### config.mk
export PLATFORM = sky130hd
export DESIGN_NAME = gsgp_ctrl
export DESIGN_NICKNAME = d
export VERILOG_FILES = /design/src/rtl/gsgp_pkg.sv /design/src/rtl/gsgp_ctrl.sv
export SDC_FILE = /design/constraint.sdc
export NUM_CORES = 1
export LEC_CHECK = 0
export BUFFER_PORTS_ARGS = -buffer_cell sky130_fd_sc_hd__buf_2
export CAP_MARGIN = 10
export CORE_AREA = 4 4 41 43
export DETAILED_ROUTE_END_ITERATION = 6
export DIE_AREA = 0 0 45 47
export GPL_TIMING_DRIVEN = 0
export PLACE_DENSITY = 0.7
export SYNTH_ARGS = -nofsm -noshare
export SYNTH_HDL_FRONTEND = slang
export SYNTH_SLANG_ARGS = --single-unit
### constraint.sdc
create_clock -name clk_i -period 1.64 [get_ports clk_i]
set_input_delay 0.328 -clock clk_i [delete_from_list [all_inputs] [get_ports clk_i]]
set_output_delay 0.328 -clock clk_i [all_outputs]
set_load 0.005 [all_outputs]
### src/rtl/gsgp_pkg.sv
// shared types and constants of the greedy square grid partition block
package gsgp_pkg;

  // field and register widths
  localparam int unsigned DIM_W = 7;   // grid size registers and internal coordinates
  localparam int unsigned XY_W  = 6;   // coordinate fields on the ports
  localparam int unsigned CUR_W = 14;  // raster cursor, holds up to 127 * 127
  localparam int unsigned CNT_W = 13;  // squares made since clear
  localparam int unsigned IDX_W = 12;  // square index on the result

  localparam logic [DIM_W-1:0] SIZE_RESET = 7'd64;

  // command codes
  localparam logic [1:0] CMD_CLEAR = 2'd0;
  localparam logic [1:0] CMD_SET   = 2'd1;
  localparam logic [1:0] CMD_FIND  = 2'd2;

  // configuration register indexes
  localparam logic REG_WIDTH  = 1'b0;
  localparam logic REG_HEIGHT = 1'b1;

  // controller to datapath
  typedef struct packed {
    logic clr_start;
    logic sweep;
    logic set_we;
    logic div_start;
    logic div_step;
    logic scan_adv;
    logic grow_step;
    logic fill_init;
    logic fill_step;
    logic load_found;
    logic load_none;
  } gsgp_cmd_t;

  // datapath to controller
  typedef struct packed {
    logic sweep_last;
    logic div_last;
    logic cur_lt_total;
    logic cell_free;
    logic ring_end;
    logic limit_last;
    logic fill_last;
    logic out_full;
  } gsgp_stat_t;

endpackage

### src/rtl/gsgp_ctrl.sv
// controller state machine of the greedy square grid partition block
module gsgp_ctrl (
  input  logic                 clk_i,
  input  logic                 rst_ni,
  input  logic                 in_valid_i,
  output logic                 in_stall_o,
  input  logic [1:0]           command_i,
  input  gsgp_pkg::gsgp_stat_t stat_i,
  output gsgp_pkg::gsgp_cmd_t  cmd_o
);

  localparam logic [3:0] S_CLR       = 4'd0;
  localparam logic [3:0] S_IDLE      = 4'd1;
  localparam logic [3:0] S_DIV       = 4'd2;
  localparam logic [3:0] S_SCAN_RD   = 4'd3;
  localparam logic [3:0] S_SCAN_CHK  = 4'd4;
  localparam logic [3:0] S_GROW_RD   = 4'd5;
  localparam logic [3:0] S_GROW_CHK  = 4'd6;
  localparam logic [3:0] S_FILL_INIT = 4'd7;
  localparam logic [3:0] S_FILL      = 4'd8;
  localparam logic [3:0] S_DONE_F    = 4'd9;
  localparam logic [3:0] S_DONE_N    = 4'd10;

  logic [3:0] state_q, state_d;

  assign in_stall_o = (state_q != S_IDLE);

  always_comb begin
    state_d = state_q;
    cmd_o   = '0;
    case (state_q)
      S_CLR: begin
        cmd_o.sweep = 1'b1;
        if (stat_i.sweep_last) state_d = S_IDLE;
      end
      S_IDLE: begin
        if (in_valid_i) begin
          case (command_i)
            gsgp_pkg::CMD_CLEAR: begin
              cmd_o.clr_start = 1'b1;
              state_d         = S_CLR;
            end
            gsgp_pkg::CMD_SET: begin
              cmd_o.set_we = 1'b1;
            end
            gsgp_pkg::CMD_FIND: begin
              cmd_o.div_start = 1'b1;
              state_d         = S_DIV;
            end
            default: ;
          endcase
        end
      end
      S_DIV: begin
        cmd_o.div_step = 1'b1;
        if (stat_i.div_last) state_d = S_SCAN_RD;
      end
      S_SCAN_RD: begin
        if (stat_i.cur_lt_total) state_d = S_SCAN_CHK;
        else state_d = S_DONE_N;
      end
      S_SCAN_CHK: begin
        if (stat_i.cell_free) begin
          state_d = S_GROW_RD;
        end else begin
          cmd_o.scan_adv = 1'b1;
          state_d        = S_SCAN_RD;
        end
      end
      S_GROW_RD: begin
        state_d = S_GROW_CHK;
      end
      S_GROW_CHK: begin
        if (!stat_i.cell_free) begin
          state_d = S_FILL_INIT;
        end else begin
          cmd_o.grow_step = 1'b1;
          if (stat_i.ring_end && stat_i.limit_last) state_d = S_FILL_INIT;
          else state_d = S_GROW_RD;
        end
      end
      S_FILL_INIT: begin
        cmd_o.fill_init = 1'b1;
        state_d         = S_FILL;
      end
      S_FILL: begin
        cmd_o.fill_step = 1'b1;
        if (stat_i.fill_last) state_d = S_DONE_F;
      end
      S_DONE_F: begin
        if (!stat_i.out_full) begin
          cmd_o.load_found = 1'b1;
          state_d          = S_IDLE;
        end
      end
      S_DONE_N: begin
        if (!stat_i.out_full) begin
          cmd_o.load_none = 1'b1;
          state_d         = S_IDLE;
        end
      end
      default: state_d = S_IDLE;
    endcase
  end

  always_ff @(posedge clk_i or negedge rst_ni) begin
    if (!rst_ni) state_q <= S_CLR;
    else state_q <= state_d;
  end

endmodule

### Yosys cells after proc, flatten, opt, wreduce, memory -nomap -nowiden

Cells that the tools add are included.

* equality and inequality tests: 19
* multiplexer cells: 29
* reductions and logical operators: 5

Operator list (number)
* case mux 4 bit (10 select lines): 1
* 2-to-1 mux 4 bit: 7
* equality test 4 x 3 -> 1 bit (second input constant): 4
* 2-to-1 mux 1 bit: 16
* equality test 4 bit (second input constant): 3
* inequality test 2 bit (second input constant): 5
* equality test 4 x 2 -> 1 bit (second input constant): 2
* case mux 4 bit (2 select lines): 1
* 2-to-1 mux 2 bit: 3
* AND reduction 6 bit: 1
* equality test 4 x 1 -> 1 bit (second input constant): 1
* zero test 4 bit: 1
* inequality test 4 x 1 -> 1 bit (second input constant): 1
* 2-to-1 mux 3 bit: 1
* inequality test 3 x 1 -> 1 bit (second input constant): 1
* equality test 2 x 1 -> 1 bit (second input constant): 1
* equality test 2 bit (second input constant): 1
* zero test 2 bit: 1
* OR reduction 2 bit: 1
* logical AND 1 bit: 1

* bits in registers: 4
* output and inout port bits: 12

### Longest topological paths before layout

Gate-level depths: netlist (run 1).

* depth after elaboration: 4
* gate-level depth with buffers: 5

### Worst setup path after synthesis (run 1)

OpenSTA, ideal clock, no wires.

* path kind: reg2out
* start: reg state_q[1]
* end: out cmd_o[10] (netlist name)
* arrival time: 0.989 ns
* path slack: 0.323 ns
* stages on the path, launching flop included: 5
* path buffers: 0
* path through: dfrtp_1 -> nand2b_4 -> nor3_2 -> inv_2 -> nor3_1

RTL lines
* start, declared: RTL line gsgp_ctrl.sv:24 `logic [3:0] state_q, state_d;`
* start signal, assigned: RTL line gsgp_ctrl.sv:108 `else state_q <= state_d;`
* end, declared: RTL line gsgp_ctrl.sv:9 `output gsgp_pkg::gsgp_cmd_t cmd_o`

==> impl_metrics.json, run 1 <==
{
  "fin_nets": 108,
  "dp_hpwl_um": 880,
  "io_pins": 25,
  "top_register": "state_q",
  "tightest_slew_ns": 0.323,
  "crit_chain": "buf_6 > nand2b_4 > nor4_4 > buf_2",
  "diodes": 0,
  "endpoint_kind": "output port",
  "ir_drop_v": 0.000830,
  "grt_pass1_vias": 496,
  "ant_nets": 0,
  "nFillCells": 131,
  "path_clk_slew_ns": 0.04,
  "cap_violations": 0,
  "mostFrequentLayoutCells": "buf_2, buf_4, nand2_1, nor3_2",
  "grt_first_pass_wirelength_um": 2080,
  "multiInputGateArea_um2": 344,
  "setup_violations": 0,
  "slew_headroom_pct": 78.4,
  "synth_cell_types": 27,
  "cpMaxStageDelayCell": "dfrtp_1",
  "wire_per_inst_um": 12.8,
  "final_area_um2": 761,
  "start_util_pct": 31.9,
  "yosys_warnings": 0,
  "drc": 0,
  "dpl_cell_area_um2": 554,
  "syn_avg_cell_area_um2": 7.55,
  "die_w_um": 45,
  "numPlacedInstances": 94,
  "p_per_area_mw_per_mm2": 1590,
  "min_period_over_period_pct": 98.2,
  "chipHeight_um": 47,
  "synth-seq-cells": 4,
  "cp_top_family": "flip-flops",
  "status": "completed",
  "grt_max_degree": 11,
  "insertion_delay_ns": 0.24,
  "hp-class": "in -> reg",
  "final_common_cell": "buf_2",
  "netlist_top_cells_area": "dfrtp_1, nor3_1, nand2b_1, buf_2, nand2_1",
  "area_growth_pct": 83.1,
  "rows": 13,
  "met2_usage_pct": 20.6,
  "core_mm2": 0.00130,
  "arrival_ns": 1.28,
  "fmax_mhz": 621,
  "largest_register_ffs": 4,
  "r2r_end": "state_q[1]",
  "synth_cells": 55,
  "port_buffers": 24,
  "crit_type": "reg -> out",
  "path_depth": 4,
  "vias": 569,
  "finalHoldViolCount": 0,
  "dieArea_mm2": 0.00212,
  "crit_buf_inv": 2,
  "reg_top3": "state_q x4",
  "wl_um": 1390,
  "use_met1_pct": 17.4,
  "cp_max_fo": 8,
  "antenna_found_initial": 0,
  "syn-cell-area_um2": 415,
  "synth_nets": 68,
  "fin_cells": 108,
  "p_leak_uw": 0.000364,
  "synth_top_area_share_pct": 24.1,
  "start_kind": "register",
  "first_pass_iters": 4,
  "cts_sinks": 4,
  "worst_clock_skew_ns": 0.00131,
  "cp-startpoint": "state_q[3]",
  "cts_tree": "built",
  "grtUsageMet3_pct": 4.60,
  "slew_viol_final": 0,
  "regArea_um2": 101,
  "grt_use_total_pct": 13.7,
  "cts_buffers": 3,
  "grt_overflow": 0,
  "reg2reg_from": "state_q[3]",
  "worst-r2r-setup-slack_ns": 0.07,
  "root_buffer": "clkbuf_4",
  "drive_above_1_share_pct": 59.1,
  "cp.required_ns": 1.31,
  "ys_seq_area_share_pct": 24.1,
  "clock_tree.buffer_depth": 2,
  "gp_congestion": 0.820,
  "post-synth-top-area-cell": "dfrtp_1",
  "r2r_cells": 5,
  "busiest_layer": "met2",
  "endpoint": "cmd_o[5]",
  "rsz0062_at_grt": "yes",
  "vias_per_cell": 5.27,
  "min_period_ns": 1.61,
  "dr.first_iter.drc_count": 18,
  "htreeDepth": 1,
  "max_stage_delay_ns": 0.44
}
==> cell families after synthesis <==
| kind of cell | synth area share (%) |
|---|---|
| flip-flops | 24.1 |
| multiplexers | 2.41 |
| buffers and inverters | 8.44 |
| adder cells (fa/ha/maj) | 2.41 |
| AO/OA/AOI/OAI | 19.0 |
| AND/OR/NAND/NOR | 43.7 |
==> metal layers <==
metal  routed length [um]  part of all wire, %
met1                  553                   40
met3                  121                  8.7
met2                  705                   51
met4                    7                 0.50
met5                    0                    0
==> stage by stage <==
stage	hold WS (ns)	total power (uW)	setup slack (ns)	setup TNS, ns	utilization, %
finish	0.383	1210	0.0292	0	58.5
CTS	0.381	992	0.00154	0	49.4
floorplan	0.0324	594	0.323	0	-
global route	0.415	1310	-0.0635	-0.196	58.5
global placement	0.132	747	0.162	0	42.6
detailed placement	0.134	744	0.148	0	42.6
==> Yosys cell counts, drive strengths merged <==
cell type,number
and3,1
inv,4
a311oi,1
o32ai,1
nand2b,6
nor4,3
a21oi,1
dfrtp,4
a221o,1
buf,4
nor2,3
and4,1
o21ai,1
nand3,1
a221oi,1
nor3,8
a222oi,1
mux2i,1
o21bai,1
a211oi,2
nand2,5
or4b,1
nor2b,2
maj3,1
==> worst min path at each step <==
| stage | to | from | cells after the start |
|---|---|---|---|
| after floorplan | state_q[0] | rst_ni | 0 |
| after global placement | state_q[2] | rst_ni | 1 |
| after detailed placement | state_q[3] | rst_ni | 1 |
| after CTS | state_q[0] | stat_i[6] | 3 |
| after global routing | state_q[0] | stat_i[6] | 3 |
| final | state_q[0] | stat_i[6] | 3 |
==> area by class of cell <==
| class | count | area share [%] |
|---|---|---|
| Multi-Input combinational cell | 43 | 45.2 |
| Timing Repair Buffer | 35 | 28.6 |
| Sequential cell | 4 | 13.3 |
| Buffer | 4 | 5.43 |
| Clock buffer | 3 | 2.96 |
| Tap cell | 15 | 2.47 |
| Inverter | 4 | 1.97 |
==> worst min-delay path, stage by stage <==
cell      delay [ns]
buf_2           0.11
nand2b_1        0.06
a222oi_1        0.07
==> timing repair <==
item,4_1_cts,5_1_grt
setup endpoints to repair,8,10
hold buffers,1,0
endpoints found under the hold margin,4,0
pin swaps,3,3
buffers inserted,4,6
resized for setup,7,15
==> power by group <==
group	switching, uW	total, uW	internal [uW]
combinational	419	889	470
sequential	51.2	197	145
clock	40.8	123	81.9
Note: power is estimated with default switching activity, not from simulation.
==> inputs of run 2 (changes only) <==
RECOVER_POWER = 25   (was not set)
==> impl_metrics.json, run 2 (synthesized netlist as in run 1, its figures left out) <==
{
  "finish.utilization_pct": 58.4,
  "wl_um": 1390,
  "nFillCells": 132,
  "fin_nets": 108,
  "max_stage_delay_ns": 0.44,
  "htreeDepth": 1,
  "dieArea_mm2": 0.00212,
  "path_clk_slew_ns": 0.04,
  "r2r_end": "state_q[1]",
  "reg2reg_from": "state_q[3]",
  "min_period_ns": 1.61,
  "first_pass_iters": 4,
  "slew_viol_final": 0,
  "setup_violations": 0,
  "fmax_mhz": 621,
  "reg_top3": "state_q x4",
  "rsz0062_at_grt": "yes",
  "ant_nets": 0,
  "status": "completed",
  "p_leak_uw": 0.000361,
  "die_w_um": 45,
  "cp.required_ns": 1.31,
  "cts_buffers": 3,
  "power_uw": 1210,
  "start_util_pct": 31.9,
  "gp_congestion": 0.820,
  "wire_per_inst_um": 12.8,
  "drive_above_1_share_pct": 58.1,
  "timing.hold.ws_ns": 0.383,
  "hold_end": "state_q[0]",
  "crit_type": "reg -> out",
  "r2r_cells": 5,
  "port_buffers": 24,
  "holdPathStages": 3,
  "finalHoldViolCount": 0,
  "cp_max_fo": 8,
  "crit_chain": "buf_6 > nand2b_4 > nor4_4 > buf_2",
  "cpMaxStageDelayCell": "dfrtp_1",
  "start_kind": "register",
  "grt_first_pass_wirelength_um": 2080,
  "arrival_ns": 1.28,
  "tightest_slew_ns": 0.324,
  "io_pins": 25,
  "mostFrequentLayoutCells": "buf_2, buf_4, nand2_1, nor3_2",
  "largest_register_ffs": 4,
  "grt_overflow": 0,
  "final_common_cell": "buf_2",
  "antenna_found_initial": 0,
  "cts_tree": "built",
  "diodes": 0,
  "worstHoldStart": "stat_i[6]",
  "root_buffer": "clkbuf_4",
  "top_register": "state_q",
  "dr.first_iter.drc_count": 18,
  "ir_drop_v": 0.000830,
  "cap_violations": 0,
  "endpoint_kind": "output port",
  "grt_pass1_vias": 496,
  "hp-class": "in -> reg",
  "drc": 0,
  "insertion_delay_ns": 0.24,
  "grt_max_degree": 11,
  "vias_per_cell": 5.27,
  "slew_headroom_pct": 78.4,
  "core_mm2": 0.00130,
  "cts_sinks": 4,
  "vias": 569,
  "rows": 13,
  "min_period_over_period_pct": 98.2,
  "area_growth_pct": 82.8,
  "dp_hpwl_um": 880,
  "grt_use_total_pct": 13.7,
  "p_per_area_mw_per_mm2": 1590,
  "chipHeight_um": 47,
  "worst-r2r-setup-slack_ns": 0.07,
  "worst_clock_skew_ns": 0.00127,
  "clock_tree.buffer_depth": 2
}
-- run 2: power by group --
part	total [uW]	internal (uW)	leakage (uW)	switching [uW]
clock network	123	81.9	0.0000138	40.8
registers	196	145	0.0000489	51.2
logic	888	469	0.000298	419
total	1210	697	0.000361	511
-- run 2: metal layers --
layer  vias up  wire [um]  share of wire, %  global-route usage (%)
met3         2        124               8.9                    4.60
met5         -          0                 0                       0
met4         0          7              0.51                    7.02
met2        26        698                50                    20.6
li1        278          -                 -                       -
met1       263        555                40                    17.4
-- run 2: critical path, delay by kind of cell, from the launching register on --
| kind | cells | cell delay (ns) |
|---|---|---|
| buffers and inverters | 2 | 0.32 |
| flip-flops | 1 | 0.44 |
| AND/OR/NAND/NOR | 2 | 0.28 |
-- run 2: metrics by stage --
| stage | worst slack, ns | cell area [um2] | std cells | TNS [ns] |
|---|---|---|---|---|
| 2_1_floorplan | 0.323 | 415 | 55 | 0 |
| 3_3_place_gp | 0.162 | 554 | 94 | 0 |
| 3_5_place_dp | 0.148 | 554 | 94 | 0 |
| 4_1_cts | 0.00154 | 643 | 102 | 0 |
| 5_1_grt | -0.0635 | 759 | 108 | -0.196 |
| 6_report | 0.0294 | 759 | 108 | 0 |
-- run 2: how the worst max path moves through the flow --
stage / from / endpoint / slack [ns] / cells after the start
after global placement: state_q[1] / cmd_o[10] / 0.16 / 5
after CTS: state_q[3] / cmd_o[5] / 0.002 / 4
after floorplan: state_q[1] / cmd_o[10] / 0.32 / 4
after global routing: state_q[0] / cmd_o[0] / -0.06 / 5
after detailed placement: state_q[1] / cmd_o[7] / 0.15 / 5
final: state_q[3] / cmd_o[5] / 0.03 / 4
-- run 2: final cells by class --
class,instances,area (um2),share of cell area (%)
Tap cell,15,18.8,2.47
Timing Repair Buffer,35,216,28.5
Sequential cell,4,101,13.3
Clock buffer,3,22.5,2.97
Multi-Input combinational cell,43,344,45.3
Buffer,4,41.3,5.44
Inverter,4,15.0,1.98
-- run 2: repair_timing --
action | CTS | global route
hold endpoints to repair | 4 | 0
pin swaps | 3 | 3
endpoints found under the setup margin | 8 | 10
hold buffers | 1 | 0
buffers inserted | 4 | 6
resized for setup | 7 | 15
==> inputs of run 3 (changes only) <==
PLACE_DENSITY = not set   (was 0.7)
PLACE_DENSITY_LB_ADDON = 0.15   (was not set)
==> impl_metrics.json, run 3 (synthesized netlist as in run 1, its figures left out) <==
{
  "worstHoldStart": "stat_i[6]",
  "crit_type": "reg -> out",
  "die_w_um": 45,
  "chipHeight_um": 47,
  "crit_chain": "buf_6 > nand2b_4 > nor4_2 > buf_2",
  "hp-class": "in -> reg",
  "cp-startpoint": "state_q[3]",
  "drc": 0,
  "start_util_pct": 31.9,
  "final_common_cell": "buf_2",
  "insertion_delay_ns": 0.23,
  "min_period_ns": 1.64,
  "htreeDepth": 1,
  "core_mm2": 0.00130,
  "drive_above_1_share_pct": 59.8,
  "fin_cells": 107,
  "tightest_slew_ns": 0.340,
  "endpoint": "cmd_o[5]",
  "violations": "negative setup slack",
  "rows": 13,
  "top_register": "state_q",
  "p_per_area_mw_per_mm2": 1590,
  "preCtsSetupSlack_ns": 0.131,
  "dpl_cell_area_um2": 554,
  "path_clk_slew_ns": 0.04,
  "slew_headroom_pct": 77.2,
  "vias": 548,
  "worst-r2r-setup-slack_ns": 0.11,
  "r2r_end": "state_q[1]",
  "reg2reg_from": "state_q[2]",
  "finalHoldViolCount": 0,
  "status": "finished, violations left",
  "worst_clock_skew_ns": 0.00234,
  "grt_pass1_vias": 514,
  "arrival_ns": 1.32,
  "grt_max_degree": 11,
  "cts_sinks": 4,
  "dieArea_mm2": 0.00212,
  "vias_per_cell": 5.12,
  "first_pass_iters": 4,
  "port_buffers": 24,
  "dr.first_iter.drc_count": 7,
  "endpoint_kind": "output port",
  "p_leak_uw": 0.000353,
  "cp_max_fo": 6,
  "diodes": 0,
  "r2r_cells": 5,
  "grt_use_total_pct": 13.4,
  "rsz0062_at_grt": "yes",
  "cts_buffers": 3,
  "finish.utilization_pct": 57.1,
  "ant_nets": 0,
  "wire_per_inst_um": 13.8,
  "antenna_found_initial": 0,
  "start_kind": "register",
  "grt_overflow": 0,
  "ir_drop_v": 0.000595,
  "nFillCells": 134,
  "grt_first_pass_wirelength_um": 2100,
  "fin_nets": 107,
  "cap_violations": 0,
  "clock_tree.buffer_depth": 2,
  "area_growth_pct": 78.9,
  "reg_top3": "state_q x4",
  "gp_congestion": 0.740,
  "fmax_mhz": 608,
  "cpMaxStageDelayCell": "dfrtp_2",
  "numPlacedInstances": 94,
  "io_pins": 25,
  "dp_hpwl_um": 938,
  "max_stage_delay_ns": 0.44,
  "root_buffer": "clkbuf_4",
  "min_period_over_period_pct": 100,
  "cts_tree": "built",
  "largest_register_ffs": 4,
  "setup_violations": 1,
  "wl_um": 1470,
  "fin_ws_ns": -0.00430,
  "mostFrequentLayoutCells": "buf_2, buf_4, nor3_2, nand2_1",
  "slew_viol_final": 0,
  "final_area_um2": 743,
  "cp.required_ns": 1.31
}
-- run 3: changes by cell type in the layout (fill, tap and decap cells not counted), sizes merged --
cell | previous run | this run
buf | 37 | 36
-- run 3: worst min-delay path by stage --
stage	cells after the start	slack, ns	to
2_1_floorplan	0	0.03	state_q[0]
3_3_place_gp	1	0.13	state_q[3]
3_5_place_dp	1	0.14	state_q[3]
4_1_cts	3	0.37	state_q[0]
5_1_grt	3	0.41	state_q[0]
6_report	3	0.38	state_q[0]
-- run 3: layout make-up --
type	count	area (um2)	share of cell area [%]
plain buffers	4	41.3	5.56
clock buffers	3	22.5	3.03
inverters	4	15.0	2.02
multi-input cells	43	347	46.6
flip-flops and latches	4	103	13.8
well taps	15	18.8	2.53
repair buffers	34	196	26.4
-- run 3: what timing repair did --
action,CTS,global route
setup buffers,3,6
pin swaps,3,2
gates resized for setup,7,16
endpoints found under the hold margin,4,0
cloned,0,0
setup endpoints to repair,8,11
hold buffers,1,0
-- run 3: through the flow --
stage / setup TNS [ns] / hold slack (ns) / power (uW)
after floorplan: 0 / 0.0324 / 594
after global routing: -0.367 / 0.407 / 1280
after global placement: 0 / 0.133 / 756
after detailed placement: 0 / 0.136 / 762
final: -0.00430 / 0.380 / 1180
after CTS: -0.231 / 0.371 / 989
-- run 3: power by group --
group	internal (uW)	switching (uW)	leakage, uW
clock network	82.0	41.9	0.0000138
logic	439	421	0.000291
registers	146	52.6	0.0000474
-- run 3: per-layer routing --
layer	up-vias	global-route usage (%)	wire length, um
met1	243	18.5	651
met4	0	8.77	0
met5	-	0	0
met3	0	0	73
met2	21	20.6	748
li1	284	-	-
-- run 3: worst max-delay path: cells and delay by family, from the launching register on --
family | cells | cell delay [ns]
flops | 1 | 0.44
simple gates | 2 | 0.34
buf+inv | 2 | 0.30
